File: src/hdl/siif_pkg.sv
package siif_pkg;

    // core table size, its derived index width and the compare width
    localparam int MAX_CORES = 64;
    localparam int CORE_W    = $clog2(MAX_CORES);
    localparam int CMP_W     = 9;

    // fixed field widths
    localparam int NUM_CORES_W = 7;
    localparam int BOOT_ID_W   = 6;
    localparam int DATA_W      = 32;
    localparam int ID_W        = 8;

    // command low register decode
    localparam logic [DATA_W-1:0] MODE_MASK    = 32'h0000_0F00;
    localparam logic [DATA_W-1:0] MODE_INIT    = 32'h0000_0500;
    localparam logic [DATA_W-1:0] MODE_STARTUP = 32'h0000_0600;
    localparam int                DEST_SHIFT   = 24;

    // configuration register indexes
    localparam logic REG_NUM_CORES = 1'b0;
    localparam logic REG_BOOT_CORE = 1'b1;

    typedef enum logic [2:0] {
        EV_FORWARD = 3'd0,
        EV_INIT    = 3'd1,
        EV_STARTUP = 3'd2,
        EV_DUP     = 3'd3,
        EV_BADDEST = 3'd4,
        EV_READ    = 3'd5
    } t_event;

    typedef struct packed {
        logic              forward;
        logic              forward_is_high;
        logic [DATA_W-1:0] forward_value;
        t_event            event_res;
        logic [ID_W-1:0]   dest_core;
        logic [ID_W-1:0]   start_vector;
        logic              intercept_active;
    } t_result;

    typedef struct packed {
        logic              shadow_we;
        logic              mark;
        logic [CORE_W-1:0] mark_idx;
        logic              release_req;
    } t_update;

endpackage

File: src/hdl/siif_decide.sv
module siif_decide (
    input  logic                               i_is_write,
    input  logic                               i_reg_is_high,
    input  logic [siif_pkg::DATA_W-1:0]        i_write_value,
    input  logic [siif_pkg::DATA_W-1:0]        i_shadow,
    input  logic [siif_pkg::MAX_CORES-1:0]     i_started,
    input  logic                               i_intercept,
    input  logic [siif_pkg::NUM_CORES_W-1:0]   i_num_cores,
    input  logic [siif_pkg::BOOT_ID_W-1:0]     i_boot_core,
    output siif_pkg::t_result                  o_result,
    output siif_pkg::t_update                  o_update
);
    import siif_pkg::*;

    logic [CMP_W-1:0]     present;
    logic [CMP_W-1:0]     num_ext;
    logic [ID_W-1:0]      dest;
    logic                 dest_ok;
    logic [CORE_W-1:0]    dest_idx;
    logic [MAX_CORES-1:0] present_mask;
    logic [MAX_CORES-1:0] boot_mask;
    logic [MAX_CORES-1:0] mark_mask;
    logic [MAX_CORES-1:0] next_started;
    logic                 all_started;
    logic                 is_init;
    logic                 is_startup;

    // effective core count, saturated at the table size
    assign num_ext = CMP_W'(i_num_cores);
    assign present = (num_ext > CMP_W'(MAX_CORES)) ? CMP_W'(MAX_CORES) : num_ext;

    // destination from the shadowed high register
    assign dest     = i_shadow[DEST_SHIFT +: ID_W];
    assign dest_ok  = (CMP_W'(dest) < present);
    assign dest_idx = dest[CORE_W-1:0];

    assign is_init    = ((i_write_value & MODE_MASK) == MODE_INIT);
    assign is_startup = ((i_write_value & MODE_MASK) == MODE_STARTUP);

    // per-core masks for the release check
    always_comb begin
        for (int i = 0; i < MAX_CORES; i++) begin
            present_mask[i] = (CMP_W'(i) < present);
            boot_mask[i]    = (CMP_W'(i) == CMP_W'(i_boot_core));
            mark_mask[i]    = (CORE_W'(i) == dest_idx);
        end
    end

    assign next_started = i_started | mark_mask;
    assign all_started  = &(next_started | ~present_mask | boot_mask);

    // access classification
    always_comb begin
        o_result = '0;
        o_update = '0;
        o_update.mark_idx = dest_idx;
        o_result.event_res = EV_FORWARD;
        if (!i_is_write) begin
            o_result.event_res = EV_READ;
        end else if (i_reg_is_high) begin
            o_update.shadow_we        = 1'b1;
            o_result.forward          = 1'b1;
            o_result.forward_is_high  = 1'b1;
            o_result.forward_value    = i_write_value;
        end else if (!i_intercept) begin
            o_result.forward       = 1'b1;
            o_result.forward_value = i_write_value;
        end else if (is_init) begin
            o_result.event_res = EV_INIT;
        end else if (is_startup) begin
            o_result.dest_core = dest;
            if (!dest_ok) begin
                o_result.event_res = EV_BADDEST;
            end else begin
                if (i_started[dest_idx]) begin
                    o_result.event_res = EV_DUP;
                end else begin
                    o_result.event_res    = EV_STARTUP;
                    o_result.start_vector = i_write_value[ID_W-1:0];
                    o_update.mark         = 1'b1;
                end
                o_update.release_req = all_started;
            end
        end else begin
            o_result.forward       = 1'b1;
            o_result.forward_value = i_write_value;
        end
        o_result.intercept_active = i_intercept & ~o_update.release_req;
    end

endmodule

File: src/hdl/startup_ipi_intercept_filter_unit.sv
// datapath: input register, decision logic, result register; throughput: one word
// per cycle without result stalls; input and result registers each hold one word,
// so while a result waits the input side takes one more word and then stalls
// reset (synchronous, active low): pipeline empty, shadow and started table clear,
// interception on, core count 1, boot core 0
module startup_ipi_intercept_filter_unit (
    input  logic                             i_clk,
    input  logic                             i_rst_n,
    // input channel
    input  logic                             i_in_valid,
    output logic                             o_in_stall,
    input  logic                             i_is_write,
    input  logic                             i_reg_is_high,
    input  logic [siif_pkg::DATA_W-1:0]      i_write_value,
    // result channel
    output logic                             o_out_valid,
    input  logic                             i_out_stall,
    output logic                             o_forward,
    output logic                             o_forward_is_high,
    output logic [siif_pkg::DATA_W-1:0]      o_forward_value,
    output logic [2:0]                       o_event_res,
    output logic [siif_pkg::ID_W-1:0]        o_dest_core,
    output logic [siif_pkg::ID_W-1:0]        o_start_vector,
    output logic                             o_intercept_active,
    // configuration port
    input  logic                             psel,
    input  logic                             penable,
    input  logic                             pwrite,
    input  logic [2:0]                       paddr,
    input  logic [31:0]                      pwdata,
    output logic [31:0]                      prdata,
    output logic                             pready
);
    import siif_pkg::*;

    logic                   r_in_valid;
    logic                   r_in_is_write;
    logic                   r_in_reg_is_high;
    logic [DATA_W-1:0]      r_in_value;
    logic                   r_out_valid;
    t_result                r_out;
    logic [DATA_W-1:0]      r_shadow;
    logic [MAX_CORES-1:0]   r_started;
    logic                   r_intercept;
    logic [NUM_CORES_W-1:0] r_num_cores;
    logic [BOOT_ID_W-1:0]   r_boot_core;

    logic                   advance;
    logic                   in_take;
    logic                   cfg_we;
    t_result                n_out;
    t_update                upd;

    // pipeline flow control
    assign advance    = r_in_valid && (!r_out_valid || !i_out_stall);
    assign o_in_stall = r_in_valid && !advance;
    assign in_take    = i_in_valid && !o_in_stall;

    // decision logic
    siif_decide u_decide (
        .i_is_write    (r_in_is_write),
        .i_reg_is_high (r_in_reg_is_high),
        .i_write_value (r_in_value),
        .i_shadow      (r_shadow),
        .i_started     (r_started),
        .i_intercept   (r_intercept),
        .i_num_cores   (r_num_cores),
        .i_boot_core   (r_boot_core),
        .o_result      (n_out),
        .o_update      (upd)
    );

    // input register
    always_ff @(posedge i_clk) begin
        if (!i_rst_n) begin
            r_in_valid <= 1'b0;
        end else if (in_take) begin
            r_in_valid <= 1'b1;
        end else if (advance) begin
            r_in_valid <= 1'b0;
        end
    end

    always_ff @(posedge i_clk) begin
        if (in_take) begin
            r_in_is_write    <= i_is_write;
            r_in_reg_is_high <= i_reg_is_high;
            r_in_value       <= i_write_value;
        end
    end

    // result register
    always_ff @(posedge i_clk) begin
        if (!i_rst_n) begin
            r_out_valid <= 1'b0;
        end else if (advance) begin
            r_out_valid <= 1'b1;
        end else if (!i_out_stall) begin
            r_out_valid <= 1'b0;
        end
    end

    always_ff @(posedge i_clk) begin
        if (advance) begin
            r_out <= n_out;
        end
    end

    // filter state
    always_ff @(posedge i_clk) begin
        if (!i_rst_n) begin
            r_shadow    <= '0;
            r_started   <= '0;
            r_intercept <= 1'b1;
        end else if (advance) begin
            if (upd.shadow_we) begin
                r_shadow <= r_in_value;
            end
            if (upd.mark) begin
                r_started[upd.mark_idx] <= 1'b1;
            end
            if (upd.release_req) begin
                r_intercept <= 1'b0;
            end
        end
    end

    // configuration registers
    assign pready = 1'b1;
    assign cfg_we = psel && penable && pwrite && pready;

    always_ff @(posedge i_clk) begin
        if (!i_rst_n) begin
            r_num_cores <= NUM_CORES_W'(1);
            r_boot_core <= '0;
        end else if (cfg_we) begin
            unique case (paddr[2])
                REG_NUM_CORES: r_num_cores <= pwdata[NUM_CORES_W-1:0];
                REG_BOOT_CORE: r_boot_core <= pwdata[BOOT_ID_W-1:0];
                default:       r_num_cores <= r_num_cores;
            endcase
        end
    end

    always_comb begin
        unique case (paddr[2])
            REG_NUM_CORES: prdata = 32'(r_num_cores);
            REG_BOOT_CORE: prdata = 32'(r_boot_core);
            default:       prdata = '0;
        endcase
    end

    // result ports
    assign o_out_valid        = r_out_valid;
    assign o_forward          = r_out.forward;
    assign o_forward_is_high  = r_out.forward_is_high;
    assign o_forward_value    = r_out.forward_value;
    assign o_event_res        = r_out.event_res;
    assign o_dest_core        = r_out.dest_core;
    assign o_start_vector     = r_out.start_vector;
    assign o_intercept_active = r_out.intercept_active;

`ifndef SYNTH
    // interception never comes back on without reset
    a_release_sticky: assert property (@(posedge i_clk) disable iff (!i_rst_n)
        !r_intercept |=> !r_intercept)
        else $error("interception re-enabled after release");

    // a delivered startup marks its destination in the table
    a_mark_set: assert property (@(posedge i_clk) disable iff (!i_rst_n)
        (advance && upd.mark) |=> r_started[$past(upd.mark_idx)])
        else $error("startup destination not marked");

    // the result word's intercept flag follows the state after that word
    a_active_flag: assert property (@(posedge i_clk) disable iff (!i_rst_n)
        advance |=> (r_out.intercept_active == r_intercept))
        else $error("intercept_active disagrees with state");

    // reads and init commands never forward
    a_no_fwd: assert property (@(posedge i_clk) disable iff (!i_rst_n)
        (r_out_valid && (r_out.event_res == EV_READ || r_out.event_res == EV_INIT))
            |-> !r_out.forward)
        else $error("forward set on a non-forwarded event");
`endif

endmodule

File: config.mk
export PLATFORM = sky130hd
export DESIGN_NAME = startup_ipi_intercept_filter_unit
export DESIGN_NICKNAME = d
export VERILOG_FILES = /design/src/hdl/siif_pkg.sv /design/src/hdl/siif_decide.sv /design/src/hdl/startup_ipi_intercept_filter_unit.sv
export SDC_FILE = /design/constraint.sdc
export NUM_CORES = 1
export LEC_CHECK = 0
export BUFFER_PORTS_ARGS = -buffer_cell sky130_fd_sc_hd__buf_4
export CAP_MARGIN = 20
export CORE_ASPECT_RATIO = 0.9
export CORE_MARGIN = 1.5
export CORE_UTILIZATION = 45
export CTS_BUF_LIST = sky130_fd_sc_hd__clkbuf_8
export DETAILED_ROUTE_END_ITERATION = 12
export GPL_TIMING_DRIVEN = 1
export HOLD_SLACK_MARGIN = 0.02
export PLACE_DENSITY_LB_ADDON = 0.1
export SYNTH_ARGS = -nofsm -noshare
export SYNTH_HDL_FRONTEND = slang
export SYNTH_SLANG_ARGS = --single-unit
File: constraint.sdc
create_clock -name i_clk -period 3.25 [get_ports i_clk]
set_input_delay 0.1625 -clock i_clk [delete_from_list [all_inputs] [get_ports i_clk]]
set_output_delay 0.1625 -clock i_clk [all_outputs]
set_load 0.05 [all_outputs]
==> impl_metrics.ini <==
[critical_path]
critical_path_class = register to register
arrival_ns = 3.31
cp_common_cell = a211oi_1
cpLargestDelayFamily = compound AO/OA/AOI/OAI gates
critical_path_buf_inv_count = 0
timing.rr.start = r_boot_core[3]
worst-endpoint-required_ns = 3.46
slowest_delay_ns = 0.59
critPathLaunchType = register
critPathSlowestCell = nor4bb_1
crit_path_end_kind = register
crit_chain = nor4bb_1 > a221oi_1 > a211oi_1 > a211oi_1 > or4_1 > a2111oi_0 > a41oi_1
startpoint = r_boot_core[3]
crit_fanout = 5

[placed_design]
place.port_buffers = 111
hpwl_um = 23600
gp_congestion = 1.02

[floorplan]
die_area_sq_um = 21700
rows = 49
start_util_pct = 46.4
die_width_um = 155
die_y_um = 140
io_pins = 165
core-area_sq_um = 20200

[timing]
setup_tns_ns = 0
fin_crit_sh_pct = 95.5
relSlewSlack_pct = 40.7
setup_viol = 0
max_freq_ghz = 0.322
rsz0062_at_grt = false
finalCriticalPeriod_ns = 3.10
final-hold-violation-count = 0
tightest_slew_ns = 0.881
finClkSkew_ns = 0.0236
drv_slew = 0

[route]
routedWlPerCell_um = 24.0
detail-route-antenna-nets = 0
totalWireLength_um = 32100
first_pass_iters = 6
drt_iter0_drc = 888
vias = 8326
drc = 0
vias_per_cell = 6.23

[clock_tree]
clk_pin_slew_worst_paths_ns = 0.12
clk_latency_ns = 0.49
cts-buffers-inserted = 17
cts_sinks = 176
htreeDepth = 4
cts_root_buffer = clkbuf_8
cts_tree = done
cts_max_path_buffers = 2

[pwr]
vdd_ir_drop_max_mv = 0.331
power.total_w = 0.00472
p_leak_nw = 4.44
power_density_nw_per_um2 = 405

[run]
cap_violations = 0

[final_layout]
areaGrowthSynthToFinish_pct = 24.8
final_cell_mix = 198 x buf_4, 88 x edfxtp_1, 87 x dfxtp_1, 71 x nand2_1, 61 x a32o_1
fillCellCount = 1761
antenna_cells = 0
drive_gt1_share_pct = 25.6
nNetsFinal = 1151
final_common_cell = buf_4

[grt]
gr-usage-met3_pct = 9.62
grt_busiest_layer = met2
globalRouteMet2Util_pct = 43.4
grt_max_degree = 62
globalRouteMet1Util_pct = 42.7
grt_pass1_wl_um = 48500
grt_remaining_overflow = 0
grt_use_total_pct = 30.1
grt_pass1_vias = 7958
antenna_found_initial = 0

[logic_synthesis]
ys_types = 67
synthFlopType = edfxtp_1
synth-seq-cells = 176
ys_seq_area_share_pct = 47.1
syn_inst = 891
synth_area_per_cell_sq_um = 10.5
synthArstFlopShare_pct = 0
synth_edf_count = 88
yosysWarnings = 0
netlist_area_sq_um = 9360

[run_status]
status = complete, no violations

[worst_hold_path]
min_from = penable
holdCritPathClass = primary input to register
==> where the power goes <==
| part | total (W) | internal, W | switching, W |
|---|---|---|---|
| registers | 0.00243 | 0.00240 | 0.0000294 |
| logic | 0.000680 | 0.000241 | 0.000439 |
| clock network | 0.00162 | 0.000607 | 0.00101 |
| total | 0.00472 | 0.00325 | 0.00148 |
==> per-layer routing <==
| layer | vias to the layer above | wire, um |
|---|---|---|
| met5 | - | 0 |
| met4 | 0 | 821 |
| met3 | 71 | 3610 |
| met2 | 434 | 13800 |
| met1 | 4047 | 13900 |
| li1 | 3774 | - |
==> synth_stat cells, types with 20 or more instances <==
cell       n  share of area (%)
dfxtp_1   88                 19
a221oi_1  27                2.5
nor2_1    32                1.3
a21oi_1   51                2.7
buf_4     26                2.1
mux4_2    20                4.8
nand2_1   71                2.8
clkbuf_1  57                2.3
and2_1    58                3.9
a32o_1    61                6.5
edfxtp_1  88                 28
==> cell families (layout without fill, tap and decap cells) <==
logic type	count (synthesis)	after routing	share of synthesized area, %
AOI/OAI and AO/OA	249	249	20.8
adders and majority gates	7	7	0.909
buffers and inverters	120	287	6.08
DFF	176	176	47.1
muxes	33	33	6.30
other	2	26	0.0803
and+or+nand+nor	304	304	18.8
==> through the flow <==
step	cell area [sq um]	utilization [%]	hold slack (ns)	setup slack (ns)	instances
5_1_grt	11700	57.9	0.196	0.00979	1337
6_report	11700	57.9	0.153	0.147	1337
3_5_place_dp	10800	53.5	0.342	0.220	1261
2_1_floorplan	9450	-	0.261	0.176	915
4_1_cts	11700	57.8	0.139	0.166	1336
3_3_place_gp	10800	53.5	0.340	0.220	1261
==> worst register-to-register path, stage by stage (launching register included) <==
cell,delay [ns]
dfxtp_1,0.42
nor4bb_1,0.59
a221oi_1,0.27
a211oi_1,0.29
a211oi_1,0.12
or4_1,0.55
a2111oi_0,0.43
a41oi_1,0.16
==> registers in the layout, indices dropped and copies added (netlist names), 3 cells and up <==
signal,cells
r_started,64
o_forward_value,32
r_in_value,32
o_dest_core,8
o_start_vector,8
r_shadow,8
r_num_cores,7
r_boot_core,6
o_event_res,3
==> path summary, 6_finish.rpt <==
check	endpoint	slack, ns	cells past startpoint
setup / recovery	o_intercept_active	0.15	7
setup reg to reg	o_intercept_active	0.15	7
hold reg to reg	r_shadow[30]	0.50	2
hold / removal	r_num_cores[2]	0.15	5
==> layout make-up <==
| cell class | count | area (sq um) | area share [%] |
|---|---|---|---|
| inverters | 10 | 37.5 | 0.322 |
| well taps | 255 | 319 | 2.73 |
| clock buffers | 17 | 234 | 2.00 |
| multi-input cells | 619 | 4480 | 38.4 |
| repair buffers | 245 | 2000 | 17.1 |
| flip-flops and latches | 176 | 4410 | 37.7 |
| clock inverters | 15 | 198 | 1.69 |
==> what timing repair did <==
item                                    in CTS  in global routing
resized for setup                            0                  1
hold endpoints to repair                    49                  0
setup buffers                                0                  1
hold buffers                                43                  0
endpoints found under the setup margin       0                 56
Note: power is estimated with default switching activity, not from simulation.
